<file path="src/rtl/core/chs_serial_mul.sv">
// Bit-serial shift-add multiplier, one multiplier bit per cycle.
// Standalone; used by the chi-square top level.
module chs_serial_mul #(
   parameter int AW = 8,
   parameter int BW = 8
) (
   input  logic             clock,
   input  logic             reset,
   input  logic             start,
   input  logic [AW-1:0]    a,
   input  logic [BW-1:0]    b,
   output logic             done,
   output logic [AW+BW-1:0] product
);

   localparam int CW = $clog2(BW + 1);

   logic [AW-1:0]    a_ff;
   logic [AW+BW-1:0] prod_ff, prod_in;
   logic [AW:0]      sum;
   logic [CW-1:0]    cnt_ff;
   logic             busy_ff, done_ff;

   // Add multiplicand into the high half when the low bit is set, then shift right
   always_comb begin
      sum     = {1'b0, prod_ff[AW+BW-1:BW]} + (prod_ff[0] ? {1'b0, a_ff} : {(AW+1){1'b0}});
      prod_in = {sum, prod_ff[BW-1:1]};
   end

   // Control
   always_ff @(posedge clock) begin
      if (reset) begin
         busy_ff <= 1'b0;
         done_ff <= 1'b0;
         cnt_ff  <= '0;
      end else begin
         done_ff <= 1'b0;
         if (start) begin
            busy_ff <= 1'b1;
            cnt_ff  <= CW'(BW);
         end else if (busy_ff) begin
            cnt_ff <= cnt_ff - 1'b1;
            if (cnt_ff == CW'(1)) begin
               busy_ff <= 1'b0;
               done_ff <= 1'b1;
            end
         end
      end
   end

   // Datapath
   always_ff @(posedge clock) begin
      if (start) begin
         a_ff    <= a;
         prod_ff <= {{AW{1'b0}}, b};
      end else if (busy_ff) begin
         prod_ff <= prod_in;
      end
   end

   assign done    = done_ff;
   assign product = prod_ff;

endmodule

</file>
<file path="config.mk">
export PLATFORM = sky130hd
export DESIGN_NAME = chs_serial_mul
export DESIGN_NICKNAME = d
export VERILOG_FILES = /design/src/rtl/core/chs_serial_mul.sv
export SDC_FILE = /design/constraint.sdc
export NUM_CORES = 1
export LEC_CHECK = 0
export ABC_AREA = 1
export BUFFER_PORTS_ARGS = -buffer_cell sky130_fd_sc_hd__buf_2
export CAP_MARGIN = 20
export CORE_MARGIN = 8
export CORE_UTILIZATION = 30
export DETAILED_ROUTE_END_ITERATION = 8
export REMOVE_ABC_BUFFERS = 1
export SYNTH_ARGS = -nofsm -noshare
export SYNTH_HDL_FRONTEND = slang
export SYNTH_SLANG_ARGS = --single-unit
</file>
<file path="constraint.sdc">
create_clock -name clock -period 3.9 [get_ports clock]
set_input_delay 0.39 -clock clock [delete_from_list [all_inputs] [get_ports clock]]
set_output_delay 0.39 -clock clock [all_outputs]
set_load 0.05 [all_outputs]
</file>
# [Yosys cells after proc, flatten, opt, wreduce, memory -nomap -nowiden]
# Cells that the tools add are included.
[op_classes] add_sub_neg=2 n_mul=0 n_div=0 magnitude_cmp=0 n_eq_ne=1 shift=0 muxes=9 n_bitwise=1 reduce_logical=3
[ops] cell="two-way mux 8 bit" count=3
[ops] cell="adder 8 x 8 -> 9 bit" count=1
[ops] cell="two-way mux 4 bit" count=2
[ops] cell="== test 4 x 1 -> 1 bit (second input constant)" count=1
[ops] cell="two-way mux 1 bit" count=4
[ops] cell="subtractor 4 x 1 -> 4 bit (second input constant)" count=1
[ops] cell="OR reduction 3 bit" count=1
[ops] cell="nonzero test 2 bit" count=1
[ops] cell="OR reduction 2 bit" count=1
[ops] cell="inverter 1 bit" count=1
[totals] reg_bits=30 latchBits=0 ram_bits=0 romBits=0 out_inout_bits=17 mem_count=0

# [Logic depth before layout (Yosys ltp)]
[logic_depth] ltp_word=4 mapped_depth=13 mapped_depth_nobuf=12

# [Least setup slack after synthesis]
# No wires, ideal clock.
[synth_path] kind="register to register" startpoint="register prod_ff[0], in the netlist product[0]" endpoint="register prod_ff[15], in the netlist product[15]" setup_ns=0.109 t_arrival_ns=1.993 required_time_ns=3.791 slack_ns=1.799 path_stages_with_launch=14 synth_period_minus_slack_ns=2.101 path_cell_list="edfxtp_1 -> clkbuf_1 -> nand2_1 -> inv_1 -> ha_1 -> fa_1 -> nand2_1 -> nand2_1 -> nand3b_1 -> nand2_2 -> nand3_1 -> nand2_1 -> nand2_1 -> inv_1"
[synth_via] elab_chain_len=2
[synth_rtl] item="start, declared" line="19" source="logic [AW+BW-1:0] prod_ff, prod_in;"
[synth_rtl] item="start signal, assigned" line="55" source="prod_ff <= {{AW{1'b0}}, b};"
[synth_rtl] item="start signal, assigned" line="57" source="prod_ff <= prod_in;"
[synth_rtl] item="two-way mux 8 bit" line="26" source="sum = {1'b0, prod_ff[AW+BW-1:BW]} + (prod_ff[0] ? {1'b0, a_ff} : {(AW+1){1'b0}});"
[synth_rtl] item="adder 8 x 8 -> 9 bit" line="26"
# Every way passes these cells.
# A chain may end at the register's enable or synchronous reset.

# [Worst setup path in the final report]
# Ends and elaborated chain as after synthesis.

==> reports/qor.txt <==
Hold Path Depth -> 1
Flop-to-flop setup slack -> 2.01 ns
Hold Vio Cnt, Final -> 0
DR iter-0 viols -> 67
Ratio of cells with drive above 1 in the final layout -> 21.1%
CTS H-Tree Depth -> 2
DPL Wire Length -> 2530 µm
Fmax -> 0.528 GHz
Slew Limit Fails -> 0
Crit path capture type -> flop
CTS clk-pin slew, worst paths -> 0.07 ns
Largest net degree at the start of global routing -> 23
Area grow syn2layout -> 23.3%
Pwr dens -> 460 nW/µm²
Gate power share -> 19.7%
TritonCTS clock tree -> yes
Max-Slew Margin vs Limit -> 67.5%
Place WS -> 2.01 ns
Die area -> 7560 µm²
Starting Density -> 30.3%
# port buffers -> 35
DRC viols -> 0
Kind of critical path -> flop to flop
# rows -> 26
Total power -> 856 µW
Most frequent cells in the layout -> nand2_1 (62), buf_2 (35), inv_1 (22)
Commonest non-fill, non-tap cell in the layout -> nand2_1
Via-per-instance ratio -> 4.23
Yosys reg bits -> 30
Finish-stage setup viols -> 0
WHS Endpoint -> a_ff[0]$_DFFE_PP_
Core region area -> 4980 µm²
Nets -> 252
Critical path arrival -> 2.07 ns
First-pass GRT wire length -> 5750 µm
Die height -> 87.0 µm
Post-Syn Area -> 1510 µm²
Max_cap viols -> 0
RSZ-0062 raised after global routing -> false
Post-CTS setup buffers -> 0
Final setup margin -> 2.01 ns
Remaining antenna violation count -> 0
Clk root buf -> clkbuf_8
Placed cell areas -> 1760 µm²
TNS Setup -> 0 ns
Largest area contributor in the netlist -> edfxtp_1
Crit path time final -> 1.89 ns
Crit path max-delay cell type -> edfxtp_1
IO Pins -> 36
Num CTS Buffers -> 5
Worst hold start -> a[0]
Sequential element share of the synthesized area -> 50.4%
Antenna violations before repair -> 0
Final instance area -> 1860 µm²
Synth cell types -> 22
Routed len/inst -> 11.4 µm
Overall global routing resource usage -> 9.84%
Int Pwr -> 601 µW
Worst-margin pin slew -> 0.486 ns
Clock Latency Late Sink -> 0.28 ns
FF-to-FF Start -> product[0]$_DFFE_PP_
Status -> finished, final reports clean
Clock share of power -> 35.9%
Vias -> 1239
Cell mode on critical path -> nand2_1
R2R cell count -> 12
CTS Hold Bufs -> 0
Critical Path Max Stage Delay -> 0.52 ns
Routability cong. -> 0.804
Top cells by area, synth -> edfxtp_1 (32%), dfxtp_1 (19%), nand2_1 (15%)
Final wirelength -> 3340 µm
Worst clock skew -> 0.00554 ns
FF-to-FF End -> product[15]$_SDFFE_PP0P_
Worst hold-check path type -> input pin to flop
Avg Inst Size Synth -> 8.21 µm²
CP Max Fanout -> 9
Total gr overflow -> 0
NetSw -> 255 µW
Sw Share -> 29.8%
CP Cell Sequence -> nand2_1, inv_1, ha_1, fa_1, nand2_1, nand2_1, nand3b_1, nand2_2, nand3_1, nand2_1, nand2_1, inv_1
Worst vdd ir -> 0.181 mV
Cells after synthesis -> 184
Top-area cell type share of the netlist area -> 31.8%
Seq pwr share -> 44.4%
Worst-case clock buffer depth -> 2
CTS sink count -> 30
Die W -> 87.0 µm
Vias in the first global route -> 1302
Drt pass-1 iters -> 4
Antenna diodes -> 0
P_leak -> 0.950 nW
Post_cts resized -> 0
Syn. warnings -> 0
WP data required -> 4.08 ns
Worst Setup Start Kind -> flop
Final worst path period share -> 48.6%
flip-flops by register name, indices dropped and copies added, names as in the netlist:
name and count:
a_ff 8, busy_ff 1, cnt_ff 4, done 1
product 16
Yosys cell counts:
cell and number:
a211oi_1 2, a21oi_1 6, a22o_1 1, a31oi_1 1, buf_2 2, clkbuf_1 2
clkinv_2 1, dfxtp_1 14, edfxtp_1 16, fa_1 1, ha_1 10, inv_1 22
inv_2 2, nand2_1 62, nand2_2 1, nand3_1 9, nand3b_1 2, nor2_1 20
nor3_1 1, o21ai_0 1, o21ai_1 6, or2_4 2
final cells by class:
cell class | instances | area (µm²)
repair buffers | 35 | 175
clock buffers | 6 | 72.6
clock inverters | 2 | 33.8
inverters | 25 | 95.1
well taps | 70 | 87.6
multi-input cells | 125 | 637
flip-flops and latches | 30 | 761
fillers | 520 | 3120
critical path: cells and delay by family, from the launching register on:
family | cells | cell delay (ns)
AND/OR/NAND/NOR | 8 | 0.61
buffers and inverters | 2 | 0.08
adder cells (fa/ha/maj) | 2 | 0.57
flip-flops | 1 | 0.52
layer usage:
layer | track usage [%] | vias up | share of wire [%] | routed length [µm]
li1 | - | 662 | - | -
met1 | 11.2 | 542 | 47 | 1570
met2 | 15.5 | 30 | 46 | 1540
met3 | 4.91 | 5 | 5.7 | 190
met4 | 3.29 | 0 | 1.1 | 38
met5 | 0 | - | 0 | 0
power by group through the flow:
stage          Sequential, mW  Clock (mW)  Combinational [mW]
3_3_place_gp            0.387           0               0.168
3_5_place_dp            0.386           0               0.171
5_1_grt                 0.384       0.331               0.191
6_report                0.380       0.307               0.169
4_1_cts                 0.380       0.319               0.171
2_1_floorplan           0.436           0              0.0719
per-stage QoR:
step | std cells | hold slack [ns] | util [%]
3_3_place_gp | 285 | 0.458 | 35.3
3_5_place_dp | 285 | 0.469 | 35.3
4_1_cts | 293 | 0.266 | 37.4
5_1_grt | 293 | 0.262 | 37.4
6_report | 293 | 0.281 | 37.4
2_1_floorplan | 180 | 0.442 | -
logic make-up after synthesis:
family / synth area share, %
DFF: 50.4
AOI/OAI and AO/OA: 6.30
buffers and inverters: 7.46
and+or+nand+nor: 26.3
adders and majority gates: 9.61
worst max-delay path by stage:
stage,slack [ns],end,depth (start not counted),start
2_1_floorplan,1.91,product[15]$_SDFFE_PP0P_,12,product[0]$_DFFE_PP_
3_3_place_gp,2.05,product[15]$_SDFFE_PP0P_,12,product[0]$_DFFE_PP_
3_5_place_dp,2.01,product[15]$_SDFFE_PP0P_,12,product[0]$_DFFE_PP_
4_1_cts,1.99,product[15]$_SDFFE_PP0P_,12,product[0]$_DFFE_PP_
5_1_grt,1.82,product[15]$_SDFFE_PP0P_,12,product[0]$_DFFE_PP_
6_report,2.01,product[15]$_SDFFE_PP0P_,12,product[0]$_DFFE_PP_
No activity file was read; power rests on OpenSTA's default activity.
