==> src/rtl/core/chs_serial_div.sv <==
// Restoring divider, one quotient bit per cycle, flags quotient overflow.
// Standalone; used by the chi-square top level.
module chs_serial_div #(
   parameter int NW = 132,
   parameter int DW = 93,
   parameter int QW = 48
) (
   input  logic          clock,
   input  logic          reset,
   input  logic          start,
   input  logic [NW-1:0] num,
   input  logic [DW-1:0] den,
   output logic          done,
   output logic          sat,
   output logic [QW-1:0] quotient
);

   localparam int HW  = NW - QW;
   localparam int CMW = (HW > DW) ? HW : DW;
   localparam int CW  = $clog2(QW + 1);

   logic [DW-1:0] den_ff, rem_ff;
   logic [QW-1:0] quo_ff;
   logic [CW-1:0] cnt_ff;
   logic          busy_ff, done_ff, sat_ff;
   logic [CMW-1:0] hi;
   logic          too_big;
   logic [DW:0]   trial, diff;
   logic          fits;

   // Quotient overflows its field when the high part already reaches the divisor
   always_comb begin
      hi      = CMW'(num[NW-1:QW]);
      too_big = (hi >= CMW'(den));
   end

   // One restoring step
   always_comb begin
      trial = {rem_ff, quo_ff[QW-1]};
      diff  = trial - {1'b0, den_ff};
      fits  = (trial >= {1'b0, den_ff});
   end

   // Control
   always_ff @(posedge clock) begin
      if (reset) begin
         busy_ff <= 1'b0;
         done_ff <= 1'b0;
         cnt_ff  <= '0;
      end else begin
         done_ff <= 1'b0;
         if (start) begin
            busy_ff <= !too_big;
            done_ff <= too_big;
            cnt_ff  <= CW'(QW);
         end else if (busy_ff) begin
            cnt_ff <= cnt_ff - 1'b1;
            if (cnt_ff == CW'(1)) begin
               busy_ff <= 1'b0;
               done_ff <= 1'b1;
            end
         end
      end
   end

   // Datapath
   always_ff @(posedge clock) begin
      if (start) begin
         den_ff <= den;
         rem_ff <= DW'(hi);
         quo_ff <= num[QW-1:0];
         sat_ff <= too_big;
      end else if (busy_ff) begin
         rem_ff <= fits ? diff[DW-1:0] : trial[DW-1:0];
         quo_ff <= {quo_ff[QW-2:0], fits};
      end
   end

   assign done     = done_ff;
   assign sat      = sat_ff;
   assign quotient = quo_ff;

endmodule

==> config.mk <==
export PLATFORM = sky130hd
export DESIGN_NAME = chs_serial_div
export DESIGN_NICKNAME = d
export VERILOG_FILES = /design/src/rtl/core/chs_serial_div.sv
export SDC_FILE = /design/constraint.sdc
export NUM_CORES = 1
export LEC_CHECK = 0
export BUFFER_PORTS_ARGS = -buffer_cell sky130_fd_sc_hd__buf_4
export CORE_MARGIN = 2
export CORE_UTILIZATION = 34
export DETAILED_ROUTE_END_ITERATION = 8
export MAX_ROUTING_LAYER = met4
export RECOVER_POWER = 50
export SETUP_SLACK_MARGIN = 0.4
export SLEW_MARGIN = 20
export SYNTH_ARGS = -nofsm -noshare
export SYNTH_HDL_FRONTEND = slang
export SYNTH_SLANG_ARGS = --single-unit
export TNS_END_PERCENT = 10
==> constraint.sdc <==
create_clock -name clock -period 7.24 [get_ports clock]
set_clock_uncertainty 0.1 [all_clocks]
set_input_delay 0.724 -clock clock [delete_from_list [all_inputs] [get_ports clock]]
set_output_delay 0.724 -clock clock [all_outputs]
set_load 0.03 [all_outputs]
Yosys cells after proc, flatten, opt, wreduce, memory -nomap -nowiden --
Index checks and enable logic that the tools add are counted.
Storage, ports and cells: register bits after elaboration 243, latch bits 0, bits in writable memories 0, ROM bits 0, word-level logic and storage cells 30, memories 0
Cells by class: add/subtract/negate cells 2, multipliers 0, div/mod/pow operators 0, $lt $le $gt $ge 2, equality and inequality tests 1, shifts and indexed selects 0, muxes and demuxes 13, bitwise gates (word level) 0, reductions and logical operators 3
Operators with widths (count):
- $mux W84 | 2
- $mux W48 | 2
- $ge A94 B93 Y1 | 1
- $ge A84 B93 Y1 | 1
- $mux W93 | 1
- $sub A93 B93 Y93 | 1
- $mux W6 | 2
- $eq A6 B1 Y1 const B | 1
- $mux W1 | 6
- $sub A6 B1 Y6 const B | 1
- $reduce_bool A2 Y1 | 1
- $reduce_or A2 Y1 | 1
- $logic_not A1 Y1 | 1

Logic depth before layout (Yosys ltp) --
Gate-level depths: netlist of the first run.
depth in word-level cells 4, depth in mapped cells 17, gate-level depth less buffers 15

Least setup slack after synthesis of the first run --
OpenSTA, ideal clock, no wires.
path type input to register, start point input port start, end point register quo_ff[0] (netlist: quotient[0]) (enable), setup time 485 ps, data arrival time 3680 ps, required time 6655 ps, slack 2976 ps, stages on the path 3, path buffers 1, cells stage by stage clkbuf_1 > nor2_1 > inv_1
Between the ends: cells in the longest elaborated chain, start to end 1
RTL lines:
- start, declared | line 10 | input logic start,
- $reduce_bool A2 Y1 (no source line)
- end signal, assigned | line 71 | quo_ff <= num[QW-1:0];
- end signal, assigned | line 75 | quo_ff <= {quo_ff[QW-2:0], fits};
- end, declared | line 23 | logic [QW-1:0] quo_ff;
No other way between the ends. A chain may end at the register's enable or synchronous reset.

Worst setup path in the final report of the first run --
start point input port start, end point register rem_ff[61] (data pin)
Between the ends: cells in the longest elaborated chain, start to end 1
RTL lines:
- $mux W84 | line 68 | if (start) begin
- end signal, assigned | line 70 | rem_ff <= DW'(hi);
- end signal, assigned | line 74 | rem_ff <= fits ? diff[DW-1:0] : trial[DW-1:0];
- end, declared | line 22 | logic [DW-1:0] den_ff, rem_ff;
No other way between the ends.

==> metrics.txt, run 1 <==
status finished with violations; failing checks max-capacitance violations, max-slew violations; vias per cell around 5.4; Pleak 9.43 nW; sequential-to-total area share from yosys stat 0.384; Worst R2R End rem_ff[61]; largest net degree at the start of global routing 91; number of flops mapped to enable cells by yosys about 230; hold slack 236 ps; Synth warnings 0; worst slack, placed 2430 ps; reg2reg path depth 15; Clock transition at path regs 70 ps; die area 0.0565 mm2; Final min period around 5200 ps; CTS max path bufs 3; GPL Wtd Cong 0.937; Core Util, Final 0.405; Netlist cell types 79; total clock sinks 243; Resized cells post-CTS 0; max-slew violation count about 210; Setup CP Type input port to flop; die width 238 um; initial antenna violation count 8; Layout area overhead 17.8%; Critical Path End Type flop; clk root buf clkbuf_16; Final period util 0.721; initial core utilization 0.344; cell taking the most area after synthesis edfxtp_1; Peak VDD IR 0.000177 V; I/O pins 278; core area between 0.05 and 0.06 mm2; Global Route Usage Sum 0.208; fillcell total 5426; flops & latches, synth 243; first-pass GRT wire length 90900 um; Num CTS Buffers 30; final hold violation count 0; Post-Syn Area per Cell 9.32 um2; Post-DP HPWL 45300 um; synth cell count leaders 227 x inv_1, 226 x edfxtp_1, 220 x a21oi_1, 179 x ha_1, 142 x nand2_1; Slew HR -0.842; # DRC 0; crit path launch type input port; FF-to-FF setup slack 2310 ps; First-pass DRT Iterations 5; Final Routed Wirelength 58200 um; Primary FF master, synth edfxtp_1; Post-CTS Setup Bufs 0; setup repair after global routing missed its margin no; max cap viols 4; Iteration-0 DRC Markers ~1100; port bufs roughly 280; worst slew pin tran ~2800 ps; TritonCTS clock tree done; Area contributors post-synth edfxtp_1 37%, ha_1 12%, a21oi_1 5.9%; cts hold-fix bufs 0; most frequent cell after synthesis inv_1; setup slack after layout 2020 ps; FP Rows 85; nets between 2000 and 3000; insertion delay to the later sink of the worst-skew pair approximately 590 ps; R2R Path Start quotient[47]; setup TNS 0 ps; Syn Nets 2400; CP startpoint start; Hold Path Class input port to flop; worst-path fanout max 47; layout cells sized above 1 0.155; WL per Instance roughly 20 um; Mapped Area 0.0186 mm2; total power divided by cell area ~260 mW/mm2; H-tree depth 1; Mapped Cells 1992; max frequency 191 MHz; Die Y 238 um; vias in the first global route about 16000; fraction of registers with async set/reset 0; Final setup viols 0; Synth top area share 0.366; crit path DAT 5460 ps; Critical Path RT 7470 ps; post-route ant nets 0; Via Count approximately 16000; GRT overflow 0; worst setup path end rem_ff[61]
[through the flow]
stage / power [W] / instance area [um2] / cells
floorplan: 0.00334 / 18600 / 1992
global placement: 0.00395 / 21200 / 2878
detailed placement: 0.00396 / 21200 / 2878
CTS: 0.00565 / 22300 / 2934
global route: 0.00591 / 21900 / 2942
finish: 0.00558 / 21900 / 2942
[worst min path at each step]
| stage | startpoint | to | slack (ps) | cells past startpoint |
|---|---|---|---|---|
| 3_3_place_gp | cnt_ff[1] | cnt_ff[1] | 380 | 2 |
| 3_5_place_dp | cnt_ff[1] | cnt_ff[1] | 410 | 2 |
| 4_1_cts | den[80] | den_ff[80] | 180 | 1 |
| 6_report | den[80] | den_ff[80] | 240 | 1 |
| 5_1_grt | den[80] | den_ff[80] | 220 | 1 |
| 2_1_floorplan | cnt_ff[1] | cnt_ff[1] | 370 | 2 |
[cells in the final DEF, fill, tap and decap left out, drive strengths merged, types with 6 or more instances in the layout]
master,instances
nor2b,19
a211o,6
a211oi,10
xor2,33
xnor2,49
dfxtp,17
nor2,137
o21a,8
o21bai,42
nor3,28
a21oi,222
buf,140
o21ai,86
nand4,62
edfxtp,226
ha,179
nand3,19
a221oi,7
a31oi,21
inv,227
clkinv,11
mux2,97
diode,8
a21boi,7
nor4,14
o2111ai,7
and3,14
bufinv,7
a221o,10
nand2b,11
o211ai,11
or2,6
o31ai,9
clkbuf,181
mux2i,7
a21o,80
a2bb2oi,17
nand2,142
[registers in the layout, indices dropped and copies added (netlist names)]
signal	flops
cnt_ff	6
den_ff	93
sat	1
quotient	48
rem_ff	93
busy_ff	1
done	1
[layout make-up]
cell class / instances / area, um2 / area share
Timing Repair Buffer: 287 / 1740 / 0.0797
Clock inverter: 22 / 305 / 0.0140
Tap cell: 696 / 871 / 0.0398
Clock buffer: 34 / 766 / 0.0350
Antenna cell: 8 / 20.0 / 0.000916
Inverter: 228 / 862 / 0.0394
Sequential cell: 243 / 7130 / 0.326
Multi-Input combinational cell: 1424 / 10200 / 0.465
[layer usage]
layer,vias to the layer above,global-route usage,routed length [um]
li1,7724,-,-
met1,7685,0.271,26400
met2,422,0.341,27300
met3,68,0.0376,3380
met4,0,0.0389,1120
met5,-,-,0
[power by group]
group / total [W] / switching [W] / leakage, nW / internal, W
combinational: 0.00209 / 0.00128 / 6.54 / 0.000809
clock: 0.00166 / 0.000655 / 0.509 / 0.00101
sequential: 0.00184 / 0.0000886 / 2.38 / 0.00175
total: 0.00558 / 0.00202 / 9.43 / 0.00356
[critical path, stage by stage]
cell and delay, ps:
clkbuf_1 1910, clkinv_2 1560, buf_4 680, and3_1 260, a221o_1 270
[logic make-up after synthesis]
| group | Yosys count | share of synthesized area |
|---|---|---|
| AO/OA/AOI/OAI | 575 | 0.198 |
| XOR/XNOR | 82 | 0.0387 |
| adder cells (fa/ha/maj) | 180 | 0.122 |
| multiplexers | 104 | 0.0626 |
| AND/OR/NAND/NOR | 483 | 0.126 |
| flip-flops | 243 | 0.384 |
| buffers and inverters | 325 | 0.0688 |
No activity file was read; power rests on OpenSTA's default activity.
==> run 2: changes to the inputs <==
--- a/config.mk
+++ b/config.mk
@@ -5,6 +5,7 @@
 export SDC_FILE = /design/constraint.sdc
 export NUM_CORES = 1
 export LEC_CHECK = 0
+export ABC_AREA = 1
 export BUFFER_PORTS_ARGS = -buffer_cell sky130_fd_sc_hd__buf_4
 export CORE_MARGIN = 2
 export CORE_UTILIZATION = 34
==> constraint.sdc (replaced) <==
create_clock -name clock -period 4.85 [get_ports clock]
set_clock_uncertainty 0.1 [all_clocks]
set_input_delay 0.485 -clock clock [delete_from_list [all_inputs] [get_ports clock]]
set_output_delay 0.485 -clock clock [all_outputs]
set_load 0.03 [all_outputs]
==> metrics.txt, run 2 <==
# DRC 0; flops & latches, synth 243; Layout area overhead 20.5%; Pleak 14.3 nW; Resized cells post-CTS 0; Peak VDD IR 0.000255 V; GPL Wtd Cong 1.06; Synth warnings 0; Global Route Usage Sum 0.254; Final Routed Wirelength 83800 um; first-pass GRT wire length 128000 um; worst-path fanout max 74; die width 260 um; Crit path largest cell delay about 2200 ps; HP Start num[38]; R2R Path Start rem_ff[36]; total clock sinks roughly 240; post-route ant nets 0; layout cells sized above 1 0.0689; total power divided by cell area around 290 mW/mm2; initial antenna violation count 2; die area just under 0.07 mm2; vias in the first global route 21600; cell family with most CP delay buffers and inverters; most frequent cells in the layout 1377 x nand2_1, 710 x inv_1, 275 x nor2_1; First-pass DRT Iterations 8; Mapped Area 0.0222 mm2; Syn Nets 3884; crit path launch type input port; final hold violation count 0; Mapped Cells 3476; cts hold-fix bufs 94; Final setup viols 0; Setup CP Type input port to flop; vias per cell 4.76; Synth top area share 0.305; max frequency 256 MHz; Final period util 0.804; Die Y 260 um; Post-DP HPWL 69400 um; largest net degree at the start of global routing 98; Worst Hold End quotient[38]; sequential-to-total area share from yosys stat 0.320; GRT overflow 0; commonest non-fill, non-tap cell in the layout nand2_1; Critical Path End Type flop; core area 0.0646 mm2; Area contributors post-synth edfxtp_1 31%, nand2_1 23%, inv_1 12%; cell taking the most area after synthesis edfxtp_1; port bufs 277; failing checks max-capacitance violations, max-slew violations; Hold Path Class input port to flop; WL per Instance 17.8 um; initial core utilization 0.344; insertion delay to the later sink of the worst-skew pair 630 ps; TritonCTS clock tree done; Clock transition at path regs 60 ps; Final min period 3900 ps; cells along the critical path clkbuf_8, inv_4, clkbuf_1, nand3_1, nand2_1; Iteration-0 DRC Markers 1589; Post-Syn Area per Cell 6.40 um2; FP Rows 93; CTS max path bufs 3; I/O pins 278; max-slew violation count between 100 and 150; Worst path depth 5; setup TNS 0 ps; nets 4245; Num CTS Buffers 31; Via Count roughly 22000; Worst R2R End rem_ff[0]; worst slew pin tran around 3000 ps; Post-CTS Setup Bufs 0; status finished with violations; crit path DAT between 4000 and 5000 ps; Critical Path RT 5210 ps; number of flops mapped to enable cells by yosys 226; worst slack, placed 1070 ps; Crit path buffers/inverters 3; Slew HR -1.03; Primary FF master, synth edfxtp_1; max cap viols 2; crit path max-delay cell type clkbuf_1; most frequent cell after synthesis nand2_1; reg2reg path depth 14; setup slack after layout 950 ps; Netlist cell types 39; fraction of registers with async set/reset 0; synth cell count leaders 1377 x nand2_1, 712 x inv_1, 275 x nor2_1, 226 x edfxtp_1, 218 x nand3_1; FF-to-FF setup slack ~980 ps; setup repair after global routing missed its margin no; clk root buf clkbuf_16; H-tree depth 1; Min-Delay Path Depth 3
-- run 2: cell count changes after synthesis, sizes merged, moves of 20 or more --
cell | previous run | this run
a31oi | 21 | 0
inv | 227 | 716
mux2 | 97 | 0
o21ai | 86 | 63
nor2 | 137 | 290
a21oi | 222 | 122
a21o | 80 | 1
nand3b | 2 | 58
clkbuf | 56 | 23
nand3 | 19 | 219
nand2 | 142 | 1380
nand4 | 62 | 29
xor2 | 33 | 2
o21bai | 42 | 22
-- run 2: worst max path at each step --
stage	from	endpoint	slack, ps
2_1_floorplan	start	quotient[0]	770
3_3_place_gp	quotient[47]	rem_ff[33]	1090
3_5_place_dp	quotient[47]	rem_ff[33]	1070
4_1_cts	rem_ff[67]	rem_ff[32]	1070
5_1_grt	start	rem_ff[44]	640
6_report	start	rem_ff[37]	950
-- run 2: cells by family (layout without fill, tap and decap cells) --
kind of cell | count (synthesis) | in the layout | synth area share
adders and majority gates | 180 | 180 | 0.102
xor gates and xnor gates | 47 | 47 | 0.0185
other | 0 | 2 | 0
DFF | 243 | 243 | 0.320
buffers and inverters | 772 | 1158 | 0.135
and+or+nand+nor | 2015 | 2015 | 0.371
AOI/OAI and AO/OA | 219 | 219 | 0.0531
-- run 2: per-stage QoR --
stage                     std cells  utilization  hold WS (ps)  power, W  instance area (um2)
after floorplan                3476            -           343   0.00439                22200
after global placement         4565        0.391           359   0.00538                25200
after global routing           4719        0.415          32.8   0.00817                26800
after detailed placement       4565        0.391           365   0.00538                25200
after CTS                      4717        0.420          23.1   0.00777                27100
final                          4719        0.415          48.1   0.00769                26800
-- run 2: power breakdown --
| part | internal [W] | switching (W) | leakage [nW] | total [W] |
|---|---|---|---|---|
| clock network | 0.00133 | 0.000968 | 0.470 | 0.00230 |
| registers | 0.00253 | 0.0000845 | 2.41 | 0.00261 |
| logic | 0.000917 | 0.00187 | 11.4 | 0.00278 |
| total | 0.00477 | 0.00292 | 14.3 | 0.00769 |
-- run 2: area by class of cell --
type	instances	area, um2
sequential	243	7130
tap	855	1070
fill	7190	37800
inverter	716	2700
multi-input combinational	2461	12100
clock inverter	17	165
clock buffer	41	813
antenna	2	5.00
timing repair buffer	384	2800
-- run 2: routing by layer --
metal  GRT usage  part of all wire  vias up
li1            -                 -    11500
met1       0.341              0.46    10200
met2       0.395              0.44      641
met3      0.0295             0.057      138
met5           -                 0        -
met4      0.0889             0.042        0
-- run 2: tightest hold or removal path, delay by kind of cell --
family	cells	cell delay (ps)
AND/OR/NAND/NOR	2	90
buffers and inverters	1	70
